==> src/rtl/quaternion_skinning_vertex_deformer_macros.svh <==
// Assertion macros used by the skinning deformer back end (qsvd_back).
// Each macro expects clk and rst_n in the scope where it is used.
`ifndef QUATERNION_SKINNING_VERTEX_DEFORMER_MACROS_SVH
`define QUATERNION_SKINNING_VERTEX_DEFORMER_MACROS_SVH

// condition holds at every edge out of reset
`define QSVD_CHECK(lbl, cond, msg) \
    lbl: assert property (@(posedge clk) disable iff (!rst_n) (cond)) else $error(msg);

// antecedent at one edge implies consequent at the next
`define QSVD_IMPLY(lbl, ante, cons, msg) \
    lbl: assert property (@(posedge clk) disable iff (!rst_n) (ante) |=> (cons)) else $error(msg);

`endif

==> src/rtl/qsvd_pkg.sv <==
// Types, constants and the arithmetic microcode of the skinning deformer.
// No dependencies.
package qsvd_pkg;

    localparam int WORDS_PER_BONE = 12;
    localparam int MAX_INFLUENCES = 4;
    localparam int WEIGHT_FULL    = 255;
    localparam int INF_W          = $clog2(MAX_INFLUENCES + 1);
    localparam int WF_W           = $clog2(WEIGHT_FULL + 1);
    localparam int ACC_W          = 44;
    localparam int DIV_W          = ACC_W + WF_W + 1;
    localparam logic [DIV_W-1:0] DIV_OFFSET = DIV_W'(WEIGHT_FULL) << (ACC_W - 1);
    localparam logic [31:0] ONE_Q16 = 32'h0001_0000;

    // operand register file indexes
    localparam int R_D  = 0;
    localparam int R_SC = 3;
    localparam int R_T  = 4;
    localparam int R_QX = 7;
    localparam int R_QY = 8;
    localparam int R_QZ = 9;
    localparam int R_QW = 10;
    localparam int R_AX = 11;
    localparam int R_AY = 12;
    localparam int R_AZ = 13;
    localparam int R_AW = 14;
    localparam int R_N  = 15;
    localparam int R_RP = 18;
    localparam int R_RN = 21;
    localparam int R_W  = 24;
    localparam int R_PH = 25;
    localparam int RF_N = 28;

    localparam int NUM_UOPS = 57;
    localparam int STEP_W   = 6;

    typedef struct packed {
        logic              vertex;
        logic              wr_en;
        logic [7:0]        slot;
        logic [3:0]        word;
        logic [31:0]       value;
        logic [2:0][31:0]  pos;
        logic [2:0][15:0]  norm;
        logic [31:0]       ids;
        logic [31:0]       wts;
    } item_t;

    typedef struct packed {
        logic [4:0] a_sel;
        logic [4:0] b_sel;
        logic       neg;
        logic       last;
        logic       wt;
        logic [4:0] dst;
    } uop_t;

    function automatic uop_t mk(input int a, input int b, input bit neg, input bit last,
                                input int dst, input bit wt);
        uop_t u;
        u.a_sel = 5'(a);
        u.b_sel = 5'(b);
        u.neg   = neg;
        u.last  = last;
        u.wt    = wt;
        u.dst   = 5'(dst);
        return u;
    endfunction

    // q * v * conj(q): four sums for the first product, three for the second
    function automatic uop_t rot(input int j, input int v, input int r);
        uop_t u;
        case (j)
            0:  u = mk(R_QW, v + 0, 0, 0, 0, 0);
            1:  u = mk(R_QY, v + 2, 0, 0, 0, 0);
            2:  u = mk(R_QZ, v + 1, 1, 1, R_AX, 0);
            3:  u = mk(R_QW, v + 1, 0, 0, 0, 0);
            4:  u = mk(R_QX, v + 2, 1, 0, 0, 0);
            5:  u = mk(R_QZ, v + 0, 0, 1, R_AY, 0);
            6:  u = mk(R_QW, v + 2, 0, 0, 0, 0);
            7:  u = mk(R_QX, v + 1, 0, 0, 0, 0);
            8:  u = mk(R_QY, v + 0, 1, 1, R_AZ, 0);
            9:  u = mk(R_QX, v + 0, 1, 0, 0, 0);
            10: u = mk(R_QY, v + 1, 1, 0, 0, 0);
            11: u = mk(R_QZ, v + 2, 1, 1, R_AW, 0);
            12: u = mk(R_AX, R_QW, 0, 0, 0, 0);
            13: u = mk(R_AW, R_QX, 1, 0, 0, 0);
            14: u = mk(R_AY, R_QZ, 1, 0, 0, 0);
            15: u = mk(R_AZ, R_QY, 0, 1, r + 0, 0);
            16: u = mk(R_AX, R_QZ, 0, 0, 0, 0);
            17: u = mk(R_AW, R_QY, 1, 0, 0, 0);
            18: u = mk(R_AY, R_QW, 0, 0, 0, 0);
            19: u = mk(R_AZ, R_QX, 1, 1, r + 1, 0);
            20: u = mk(R_AY, R_QX, 0, 0, 0, 0);
            21: u = mk(R_AW, R_QZ, 1, 0, 0, 0);
            22: u = mk(R_AX, R_QY, 1, 0, 0, 0);
            default: u = mk(R_AZ, R_QW, 0, 1, r + 2, 0);
        endcase
        return u;
    endfunction

    // per influence: scale, rotate position, rotate normal, weight six sums
    function automatic uop_t uop_at(input logic [STEP_W-1:0] s);
        int   i;
        uop_t u;
        i = int'(s);
        if (i < 3)
            u = mk(R_D + i, R_SC, 0, 1, R_T + i, 0);
        else if (i < 27)
            u = rot(i - 3, R_T, R_RP);
        else if (i < 51)
            u = rot(i - 27, R_N, R_RN);
        else if (i < 54)
            u = mk(R_RP + i - 51, R_W, 0, 1, i - 51, 1);
        else
            u = mk(R_RN + i - 54, R_W, 0, 1, i - 51, 1);
        return u;
    endfunction

    // identity bone word for entry zero and out-of-range ids
    function automatic logic [31:0] ident_word(input logic [3:0] k);
        logic [31:0] w;
        case (k)
            4'd7, 4'd11: w = ONE_Q16;
            default:     w = 32'd0;
        endcase
        return w;
    endfunction

endpackage

==> src/rtl/qsvd_front.sv <==
// Input side: accepts beats, classifies table writes, queues items.
// Depends on qsvd_pkg.
module qsvd_front
    import qsvd_pkg::*;
#(
    parameter int BONE_COUNT = 256
)
(
    input  logic        clk,
    input  logic        rst_n,
    input  logic        in_valid,
    output logic        in_stall,
    input  logic        opcode,
    input  logic [7:0]  bone_slot,
    input  logic [3:0]  word_select,
    input  logic [31:0] word_value,
    input  logic [31:0] pos_x,
    input  logic [31:0] pos_y,
    input  logic [31:0] pos_z,
    input  logic [15:0] norm_x,
    input  logic [15:0] norm_y,
    input  logic [15:0] norm_z,
    input  logic [31:0] bone_ids,
    input  logic [31:0] bone_weights,
    output logic        q_valid,
    output item_t       q_item,
    input  logic        q_pop
);

    localparam int DEPTH = 2;

    item_t       fifo_mem [0:DEPTH-1];
    logic        wr_ptr_reg, wr_ptr_next;
    logic        rd_ptr_reg, rd_ptr_next;
    logic [1:0]  cnt_reg, cnt_next;
    logic        push;
    item_t       item;

    assign in_stall = (cnt_reg == 2'(DEPTH));
    assign push     = in_valid && !in_stall;
    assign q_valid  = (cnt_reg != 2'd0);
    assign q_item   = fifo_mem[rd_ptr_reg];

    always_comb
    begin
        item.vertex = opcode;
        item.wr_en  = !opcode && (bone_slot != 8'd0) && (9'(bone_slot) < 9'(BONE_COUNT))
                      && (word_select < 4'(WORDS_PER_BONE));
        item.slot   = bone_slot;
        item.word   = word_select;
        item.value  = word_value;
        item.pos    = {pos_z, pos_y, pos_x};
        item.norm   = {norm_z, norm_y, norm_x};
        item.ids    = bone_ids;
        item.wts    = bone_weights;
    end

    always_comb
    begin
        wr_ptr_next = push ? !wr_ptr_reg : wr_ptr_reg;
        rd_ptr_next = q_pop ? !rd_ptr_reg : rd_ptr_reg;
        cnt_next    = cnt_reg + 2'(push) - 2'(q_pop);
    end

    always_ff @(posedge clk or negedge rst_n)
    begin
        if (!rst_n)
        begin
            wr_ptr_reg <= 1'b0;
            rd_ptr_reg <= 1'b0;
            cnt_reg    <= 2'd0;
        end
        else
        begin
            wr_ptr_reg <= wr_ptr_next;
            rd_ptr_reg <= rd_ptr_next;
            cnt_reg    <= cnt_next;
        end
    end

    always_ff @(posedge clk)
    begin
        if (push)
            fifo_mem[wr_ptr_reg] <= item;
    end

endmodule

==> config.mk <==
export PLATFORM = sky130hd
export DESIGN_NAME = qsvd_front
export DESIGN_NICKNAME = d
export VERILOG_FILES = /design/src/rtl/quaternion_skinning_vertex_deformer_macros.svh /design/src/rtl/qsvd_pkg.sv /design/src/rtl/qsvd_front.sv
export SDC_FILE = /design/constraint.sdc
export NUM_CORES = 1
export LEC_CHECK = 0
export ABC_AREA = 1
export BUFFER_PORTS_ARGS = -buffer_cell sky130_fd_sc_hd__clkbuf_2
export CAP_MARGIN = 20
export CORE_ASPECT_RATIO = 0.75
export CORE_MARGIN = 10
export CORE_UTILIZATION = 43
export CTS_CLUSTER_DIAMETER = 80
export DETAILED_ROUTE_END_ITERATION = 12
export PLACE_DENSITY = 0.73
export SETUP_SLACK_MARGIN = 0.15
export SYNTH_ARGS = -nofsm -noshare
export SYNTH_HDL_FRONTEND = slang
export SYNTH_SLANG_ARGS = --single-unit
==> constraint.sdc <==
create_clock -name clk -period 29.9 [get_ports clk]
set_input_delay 2.99 -clock clk [delete_from_list [all_inputs] [get_ports clk]]
set_output_delay 2.99 -clock clk [all_outputs]
set_load 0.01 [all_outputs]
# Word level (Yosys, flattened, before mapping)
# Memory sizes are Yosys's and may differ from the RTL's.
# Index checks and enable logic that the tools add are counted.
[op_classes] mux=2 order_cmp=1 n_eq_ne=1 n_addsub=2 reduce_logical=9
[ops] op="$reduce_bool A8 Y1" n=1
[ops] op="$logic_not A1 Y1" n=4
[ops] op="$lt A4 B4 Y1 const B" n=1
[ops] op="$logic_and A1 B1 Y1" n=3
[ops] op="$add A2 B1 Y2" n=1
[ops] op="$eq A2 B2 Y1 const B" n=1
[ops] op="$mux W1" n=2
[ops] op="$reduce_bool A2 Y1" n=1
[ops] op="$sub A2 B1 Y2" n=1
[totals] output_inout_bits=256 regBits=4 ram_bits=508 mem_count=1
[mem_list] memory="fifo_mem" words=2 width=254 read_ports=1 rd_ports_with_merged_regs=0 write_ports=1 line_no="qsvd_front.sv:32" text="item_t fifo_mem [0:DEPTH-1];"

# Logic depth before layout (Yosys ltp)
# Gate-level depths: netlist (run 1).
[depth] word_depth=5 depth_mapped=8

# Worst setup path before layout (run 1)
# Ideal clock, no wire load.
[synth_path] path_kind="input to register" from="input in_valid" to="memory fifo_mem[1][0] (netlist bit), enable pin" stages=2 setup_slack_ns=15.375 t_arrival_ns=13.651 n_path_buf=0 cell_sequence="o21ai_0 -> nor2_1"
[synth_between] elab_chain_len=3
[synth_rtl] element="start: declaration" line_no="qsvd_front.sv:11" text="input logic in_valid,"
[synth_rtl] element="$logic_and A1 B1 Y1" line_no="qsvd_front.sv:40" text="assign push = in_valid && !in_stall;"
[synth_rtl] element="$mux W1" line_no="qsvd_front.sv:83" text="if (push)"
[synth_rtl] element="$mux W1 (implied by the code)" line_no="qsvd_front.sv:84" text="fifo_mem[wr_ptr_reg] <= item;"
[synth_rtl] element="end: declaration" line_no="qsvd_front.sv:32"
# Every way passes these cells.

==> results.yml, run 1 <==
critical_path:
  critPathArrivalTime_ns: 3.70
  crit_buf_inv: 3
  crit_chain: "buf_4, buf_4, o21ai_0, clkbuf_2"
  required_ns: 26.91
  startpoint_type: "flip-flop"
  cp.depth: 4
  critical_path_class: "reg -> out"
  slowest_stage: "buf_4"
  reg2regPathDepth: 6
  path_common_cell: "buf_4"
  crit_fanout: 119
  critPathCaptureType: "primary output"
  cp_top_family: "buffers and inverters"
  critPathMaxStageDelay_ns: 0.93
  r2r_slack_ns: 26.31
run_status:
  outcome: "completed"
clock_tree:
  cts_buffers: 50
  cts.sinks: 512
  post-cts-setup-buffer-count: 0
  cts_hold_buf: 0
  cts_tree: "built"
  cts_resized: 0
  clkSlewWorstSetupHoldPaths_ns: 0.06
  cts_root_buffer: "clkbuf_16"
  cts_max_path_buffers: 3
  htree_levels: 2
  insertion_delay_ns: 0.57
power:
  ir_drop_uv: 94.8
  switching_power_uw: 832
  combinationalPowerShare_pct: 31.6
  total_power_uw: 2420
  p_sw_share_pct: 34.4
  internal_power_uw: 1590
  powerDensity_nw_per_um2: 99.2
  p_leak_uw: 0.0103
  pwr-share-seq_pct: 42.6
  power.share.clock_pct: 25.8
route:
  drt_wl_total_mm: 45.4
  first_pass_iters: 5
  drc: 0
  viasPerCell: 4.69
  drtIter0Drc: 862
  routedWlPerCell_um: 18.1
  dr_total_vias: 11800
  drtAntennaViolNets: 0
floorplanning:
  start_util_pct: 43.8
  die_x_um: 268
  coreArea_um2: 45100
  core.rowCount: 67
  io_pins: 513
  dieArea_um2: 55100
  die_h_um: 206
hold_path:
  hp-class: "reg -> reg"
  whs_path_depth: 2
timing:
  timing.fmax_mhz: 150
  finalHoldViolCount: 0
  post-route-min-period_ns: 6.69
  tns_ns: 0
  max_slew_margin_pct: 17.1
  setup_viol_count_final: 0
  rsz0062_at_grt: "false"
  finalMaxSlewViolations: 0
  clock_skew_ns: 0.0137
  period_share_pct: 22.4
  tightest_slew_ns: 1.24
global_routing:
  overflow: 0
  antenna_found_initial: 5
  grt_pass1_vias: 11900
  grt_first_pass_wirelength_mm: 67.1
  grt_use_total_pct: 15.6
  grt_max_degree: 165
placed_design:
  dp_hpwl_mm: 31.8
  place_congestion: 0.817
  port_buffers: 512
  placed_area_um2: 22700
logic_synthesis:
  synth_area_per_cell_um2: 14.5
  synth.distinct_cells: 19
  ys_warn_count: 0
  syn_inst: 1363
  synth-seq-cells: 512
  ys_seq_area_share_pct: 77.6
  synth.cell_area_um2: 19800
  synthesis.nets: 1622
finish:
  layout_commonest_cell: "clkbuf_2"
  num-nets-final: 2139
  final_cell_mix: "512 x clkbuf_2, 508 x edfxtp_1, 260 x inv_1"
  final_util_pct: 54.0
  drive_above_1_share_pct: 41.9
  area_growth_pct: 23.2
  postLayoutCellArea_um2: 24400
  fillers: 3702
  largest_reg_flops: 508
job:
  timing.max_cap.violations: 0
-- worst register-to-register path: cells and delay by family, from the launching register on --
kind	cells	cell delay, ns
AO/OA/AOI/OAI	1	0.19
AND/OR/NAND/NOR	1	0.13
flip-flops	1	0.40
buffers and inverters	4	2.41
-- worst paths after layout --
kind,startpoint,endpoint
worst max-delay path,rd_ptr_reg,q_item[239]
worst min-delay path,wr_ptr_reg,wr_ptr_reg
worst max register to register,cnt_reg[1],fifo_mem[1][198]
worst min register to register,wr_ptr_reg,wr_ptr_reg
max in group asynchronous,rst_n,rd_ptr_reg
min in group asynchronous,rst_n,rd_ptr_reg
-- power groups by stage --
| stage | clock [µW] | combinational, µW | sequential (µW) |
|---|---|---|---|
| 2_1_floorplan | 0 | 499 | 1080 |
| 3_3_place_gp | 0 | 764 | 1040 |
| 3_5_place_dp | 0 | 776 | 1050 |
| 4_1_cts | 640 | 780 | 1030 |
| 5_1_grt | 670 | 840 | 1040 |
| 6_report | 625 | 763 | 1030 |
-- cell usage after synthesis (all sizes together) --
cell type	count	area share, %
nand3	2	0.051
dfrtp	4	0.51
xor2	1	0.044
clkbuf	13	0.25
o21ai	255	8.4
nor2	8	0.15
ha	2	0.13
a21o	1	0.038
inv	261	5.0
buf	44	2.1
or2	1	0.032
nand2	263	6.3
edfxtp	508	77
-- per-layer routing --
metal | vias to the layer above | GRT usage [%] | routed length (µm)
li1 | 5687 | - | -
met1 | 5550 | 17.9 | 16800
met2 | 439 | 27.0 | 22900
met3 | 83 | 5.38 | 4300
met4 | 2 | 5.78 | 1350
met5 | - | 0 | 7
-- stage by stage --
step | hold slack, ns | std cells | worst slack [ns]
floorplan | 0.450 | 1363 | 15.37
global placement | 0.465 | 2414 | 23.74
detailed placement | 0.469 | 2414 | 23.75
CTS | 0.484 | 2505 | 23.21
global route | 0.507 | 2507 | 22.89
finish | 0.489 | 2509 | 23.21
-- cell families after synthesis --
kind of cell	share of synthesized area, %
buf+inv	7.31
compound gates	8.39
flops	77.6
xor+xnor	0.0443
fa+ha+maj	0.127
simple gates	6.49
-- final cells by class --
| class | count | area, µm² | share of cell area (%) |
|---|---|---|---|
| clock buffers | 63 | 1380 | 5.68 |
| well taps | 586 | 733 | 3.01 |
| clock inverters | 28 | 262 | 1.07 |
| flip-flops and latches | 512 | 15400 | 63.0 |
| diodes | 4 | 10.0 | 0.0411 |
| multi-input cells | 533 | 2980 | 12.2 |
| inverters | 261 | 987 | 4.05 |
| repair buffers | 522 | 2650 | 10.9 |
Note: power is estimated with default switching activity, not from simulation.
==> inputs of run 2 (changes only) <==
--- a/config.mk
+++ b/config.mk
@@ -5,7 +5,7 @@
 export SDC_FILE = /design/constraint.sdc
 export NUM_CORES = 1
 export LEC_CHECK = 0
-export ABC_AREA = 1
+export ABC_AREA = 0
 export BUFFER_PORTS_ARGS = -buffer_cell sky130_fd_sc_hd__clkbuf_2
 export CAP_MARGIN = 20
 export CORE_ASPECT_RATIO = 0.75
@@ -13,7 +13,7 @@
 export CORE_UTILIZATION = 43
 export CTS_CLUSTER_DIAMETER = 80
 export DETAILED_ROUTE_END_ITERATION = 12
-export PLACE_DENSITY = 0.73
+export PLACE_DENSITY = 0.76
 export SETUP_SLACK_MARGIN = 0.15
 export SYNTH_ARGS = -nofsm -noshare
 export SYNTH_HDL_FRONTEND = slang
==> constraint.sdc (replaced) <==
create_clock -name clk -period 6.1 [get_ports clk]
set_input_delay 0.61 -clock clk [delete_from_list [all_inputs] [get_ports clk]]
set_output_delay 0.61 -clock clk [all_outputs]
set_load 0.01 [all_outputs]
==> results.yml, run 2 <==
run_status:
  outcome: "completed"
floorplanning:
  core.rowCount: 66
  dieArea_um2: 52300
  start_util_pct: 43.3
  coreArea_um2: 43200
  die_x_um: 261
  io_pins: 513
  die_h_um: 201
route:
  drt_wl_total_mm: 43.0
  viasPerCell: 4.88
  drtAntennaViolNets: 0
  routedWlPerCell_um: 21.9
  drtIter0Drc: 568
  drc: 0
  first_pass_iters: 4
  dr_total_vias: 9598
logic_synthesis:
  synth_ff_type: "edfxtp_1"
  synthTopCellsByArea: "edfxtp_1 82%, mux2_2 15%, clkbuf_8 1.4%"
  ys_warn_count: 0
  syn_inst: 810
  synthesis.nets: 1069
  synth.distinct_cells: 16
  yosysTopAreaCell: "edfxtp_1"
  synth.cell_area_um2: 18700
  synth_edf_count: 508
  synth-seq-cells: 512
  async_reset_ff_share_pct: 0.781
  ys_seq_area_share_pct: 82.1
  synth_area_per_cell_um2: 23.1
  synth_most_common_cell: "edfxtp_1"
  synthTopCellsByCount: "508 x edfxtp_1, 254 x mux2_2, 19 x clkbuf_8"
  synth.top_cell.area_share_pct: 81.6
critical_path:
  cp-endpoint: "q_item[63]"
  r2r-start: "cnt_reg[1]"
  startpoint_type: "flip-flop"
  required_ns: 5.49
  startpoint: "rd_ptr_reg"
  crit_fanout: 139
  critPathCaptureType: "primary output"
  reg2regPathDepth: 4
  critical_path_class: "reg -> out"
  r2r_end: "fifo_mem[0][246]"
  critPathArrivalTime_ns: 3.02
  r2r_slack_ns: 3.44
clock_tree:
  clkSlewWorstSetupHoldPaths_ns: 0.07
  cts_max_path_buffers: 3
  cts_hold_buf: 1
  htree_levels: 2
  cts_resized: 0
  cts_root_buffer: "clkbuf_16"
  post-cts-setup-buffer-count: 0
  cts_tree: "built"
  cts.sinks: 512
  insertion_delay_ns: 0.56
  cts_buffers: 48
placed_design:
  dp_cells: 1879
  place_congestion: 0.837
  placed_area_um2: 21700
  dp_hpwl_mm: 30.3
  port_buffers: 512
global_routing:
  met2_usage_pct: 27.9
  antenna_found_initial: 2
  grt_first_pass_wirelength_mm: 63.1
  grt_busiest_layer: "met2"
  grt_max_degree: 147
  use_met3_pct: 5.49
  grt_pass1_vias: 10300
  grtUsageMet1_pct: 17.8
  grt_use_total_pct: 15.9
  overflow: 0
timing:
  tightest_slew_ns: 1.03
  clock_skew_ns: 0.0145
  max_slew_margin_pct: 31.2
  period_share_pct: 59.5
  tns_ns: 0
  post-route-min-period_ns: 3.63
  setup_viol_count_final: 0
  fin_hold_ws_ns: 0.233
  finalMaxSlewViolations: 0
  finalHoldViolCount: 0
  rsz0062_at_grt: "false"
  timing.fmax_mhz: 275
job:
  timing.max_cap.violations: 0
finish:
  layout_commonest_cell: "clkbuf_2"
  area_growth_pct: 24.5
  largest_reg_flops: 508
  final_util_pct: 53.9
  postLayoutCellArea_um2: 23300
  drive_above_1_share_pct: 60.9
  num-nets-final: 1611
  final_cell_mix: "512 x clkbuf_2, 508 x edfxtp_1, 254 x mux2_2"
  fillers: 3363
  fin_cells: 1966
power:
  p_leak_uw: 0.00874
  powerDensity_nw_per_um2: 482
  ir_drop_uv: 326
hold_path:
  hp-class: "in -> reg"
## run 2: kinds of logic (layout without fill, tap and decap cells)
family | count (synthesis) | in the layout | synth area share (%)
adder cells (fa/ha/maj) | 2 | 2 | 0.134
buffers and inverters | 30 | 607 | 1.98
multiplexers | 254 | 254 | 15.3
AO/OA/AOI/OAI | 1 | 1 | 0.0469
AND/OR/NAND/NOR | 7 | 7 | 0.208
other | 0 | 1 | 0
XOR/XNOR | 4 | 4 | 0.187
flip-flops | 512 | 512 | 82.1
## run 2: worst min path at each step
stage,start,to,cells past startpoint
finish,pos_y[23],fifo_mem[0][167],1
global route,pos_x[26],fifo_mem[0][138],1
CTS,pos_y[22],fifo_mem[0][166],1
detailed placement,rst_n,rd_ptr_reg,1
global placement,rst_n,rd_ptr_reg,1
floorplan,rst_n,cnt_reg[0],0
## run 2: final cells by class
cell class,count,area (µm²),share of cell area (%)
repair buffers,520,2680,11.5
diodes,1,2.50,0.0108
clock buffers,60,1270,5.45
inverters,2,7.51,0.0323
multi-input cells,268,2980,12.8
clock inverters,25,262,1.12
flip-flops and latches,512,15400,66.0
well taps,578,723,3.11
## run 2: per-layer routing
layer	wire, µm	part of all wire [%]
met4	906	2.1
met2	22300	52
met1	15300	36
met5	9	0.021
met3	4500	10
## run 2: per-stage QoR
stage | worst slack [ns] | total power, µW
3_5_place_dp | 3.13 | 8440
6_report | 2.47 | 11200
5_1_grt | 2.35 | 11800
2_1_floorplan | 1.17 | 7270
3_3_place_gp | 3.13 | 8370
4_1_cts | 2.52 | 11400
## run 2: worst max-delay path, cell delays in order, from the launching register on
cell and delay, ns:
dfrtp_4 0.98, buf_12 0.53, mux2_2 0.43, clkbuf_2 0.14
## run 2: power breakdown
group          internal [µW]  leakage, µW  switching (µW)  total (µW)
sequential              4810      0.00476             249        5060
combinational           1410      0.00323            1840        3240
clock                   1690     0.000741            1230        2910
total                   7910      0.00874            3310       11200
==> inputs of run 3 (changes only) <==
--- a/config.mk
+++ b/config.mk
@@ -13,7 +13,7 @@
 export CORE_UTILIZATION = 43
 export CTS_CLUSTER_DIAMETER = 80
 export DETAILED_ROUTE_END_ITERATION = 12
-export PLACE_DENSITY = 0.76
+export PLACE_DENSITY = 0.74
 export SETUP_SLACK_MARGIN = 0.15
 export SYNTH_ARGS = -nofsm -noshare
 export SYNTH_HDL_FRONTEND = slang
==> constraint.sdc (replaced) <==
create_clock -name clk -period 3.8 [get_ports clk]
set_input_delay 0.38 -clock clk [delete_from_list [all_inputs] [get_ports clk]]
set_output_delay 0.38 -clock clk [all_outputs]
set_load 0.01 [all_outputs]
==> results.yml, run 3 (same netlist as run 2, synthesis figures left out) <==
run_status:
  outcome: "completed"
route:
  dr_total_vias: 10400
  first_pass_iters: 4
  viasPerCell: 4.86
  drc: 0
  routedWlPerCell_um: 21.5
  drtIter0Drc: 596
  drtAntennaViolNets: 0
  drt_wl_total_mm: 46.0
finish:
  area_growth_pct: 34.2
  num-nets-final: 1783
  drive_above_1_share_pct: 55.5
  postLayoutCellArea_um2: 25100
  layout_commonest_cell: "clkbuf_2"
  final_cell_mix: "512 x clkbuf_2, 508 x edfxtp_1, 254 x mux2_2"
  final_util_pct: 58.1
  largest_reg_flops: 508
timing:
  timing.fmax_mhz: 339
  setup_slack_ns: 0.846
  rsz0062_at_grt: "false"
  post-route-min-period_ns: 2.95
  finalMaxSlewViolations: 0
  fin_hold_ws_ns: 0.0349
  clock_skew_ns: 0.0234
  finalHoldViolCount: 0
  tightest_slew_ns: 0.934
  period_share_pct: 77.7
  max_slew_margin_pct: 37.8
  setup_viol_count_final: 0
  tns_ns: 0
critical_path:
  crit_fanout: 60
  critical_path_class: "reg -> out"
  startpoint_type: "flip-flop"
  crit_chain: "buf_4, mux2_2, clkbuf_2"
  cp.depth: 3
  slowest_stage: "dfrtp_4"
  critPathArrivalTime_ns: 2.57
  cp_top_family: "flip-flops"
  reg2regPathDepth: 3
  required_ns: 3.42
  crit_buf_inv: 2
  critPathCaptureType: "primary output"
  critPathMaxStageDelay_ns: 1.02
placed_design:
  place_congestion: 0.856
  pre_cts_slack_ns: 1.41
  port_buffers: 512
  dp_hpwl_mm: 30.9
  placed_area_um2: 22000
floorplanning:
  core.rowCount: 66
  start_util_pct: 43.3
  dieArea_um2: 52300
  die_x_um: 261
  die_h_um: 201
  io_pins: 513
  coreArea_um2: 43200
clock_tree:
  htree_levels: 2
  clkSlewWorstSetupHoldPaths_ns: 0.06
  cts_buffers: 48
  cts_root_buffer: "clkbuf_16"
  cts.sinks: 512
  cts_resized: 0
  cts_tree: "built"
  insertion_delay_ns: 0.55
  cts_max_path_buffers: 3
power:
  switching_power_uw: 5470
  ir_drop_uv: 497
  pwr-share-seq_pct: 43.8
  p_leak_uw: 0.00952
  combinationalPowerShare_pct: 30.6
  internal_power_uw: 13100
  power.share.clock_pct: 25.7
  powerDensity_nw_per_um2: 739
  p_sw_share_pct: 29.5
job:
  timing.max_cap.violations: 0
global_routing:
  grt_use_total_pct: 17.0
  antenna_found_initial: 4
  grt_first_pass_wirelength_mm: 68.5
  grt_pass1_vias: 11300
  overflow: 0
  grt_max_degree: 102
hold_path:
  whs_path_depth: 1
  hp-class: "in -> reg"
==> run 3: cell types whose count changed in the layout (fill, tap and decap cells not counted), sizes merged <==
| cell | change |
|---|---|
| buf | +19 |
| bufinv | +2 |
| clkbuf | -5 |
| clkinvlp | -1 |
| diode | +3 |
| dlygate4sd3 | +153 |
| inv | -1 |
==> run 3: worst reg2reg max path, stage by stage (launching register included) <==
cell	delay, ns
dfrtp_1	0.40
nand2b_1	0.14
and3_4	0.81
buf_4	0.43
==> run 3: per-stage QoR <==
step	std cells	power, µW
final	2136	18500
after global routing	2135	19400
after CTS	2132	18700
after detailed placement	1898	13800
after global placement	1898	13700
after floorplan	810	11700
==> run 3: worst paths after layout <==
path / from / end / slack (ns)
max in group asynchronous: rst_n / rd_ptr_reg / 3.48
min: norm_y[5] / fifo_mem[1][85] / 0.03
max reg2reg: cnt_reg[1] / fifo_mem[1][250] / 1.69
min in group asynchronous: rst_n / wr_ptr_reg / 0.17
max: rd_ptr_reg / q_item[120] / 0.85
min reg2reg: cnt_reg[1] / cnt_reg[1] / 0.50
==> run 3: power groups by stage <==
| stage | sequential [µW] | combinational, µW | clock, µW |
|---|---|---|---|
| 5_1_grt | 8240 | 6060 | 5070 |
| 3_3_place_gp | 8170 | 5520 | 0 |
| 2_1_floorplan | 8170 | 3510 | 0 |
| 6_report | 8120 | 5670 | 4760 |
| 3_5_place_dp | 8230 | 5550 | 0 |
| 4_1_cts | 8120 | 5730 | 4870 |
==> run 3: final cells by class <==
type | instances | area [µm²]
multi-input combinational | 268 | 2980
inverter | 2 | 7.51
fill | 3131 | 18100
clock buffer | 55 | 1250
antenna | 4 | 10.0
tap | 578 | 723
timing repair buffer | 692 | 4450
clock inverter | 25 | 305
sequential | 512 | 15400
==> run 3: metal layers <==
metal	routed length, µm	share of wire (%)	GRT usage (%)
met5	0	0	0
met3	4850	11	6.21
met1	16100	35	18.5
met2	24200	53	30.6
met4	880	1.9	4.21
==> run 3: repair_timing <==
action / CTS / global route
hold buffers: 154 / 0
buffers inserted: 0 / 0
hold endpoints to repair: 303 / 0
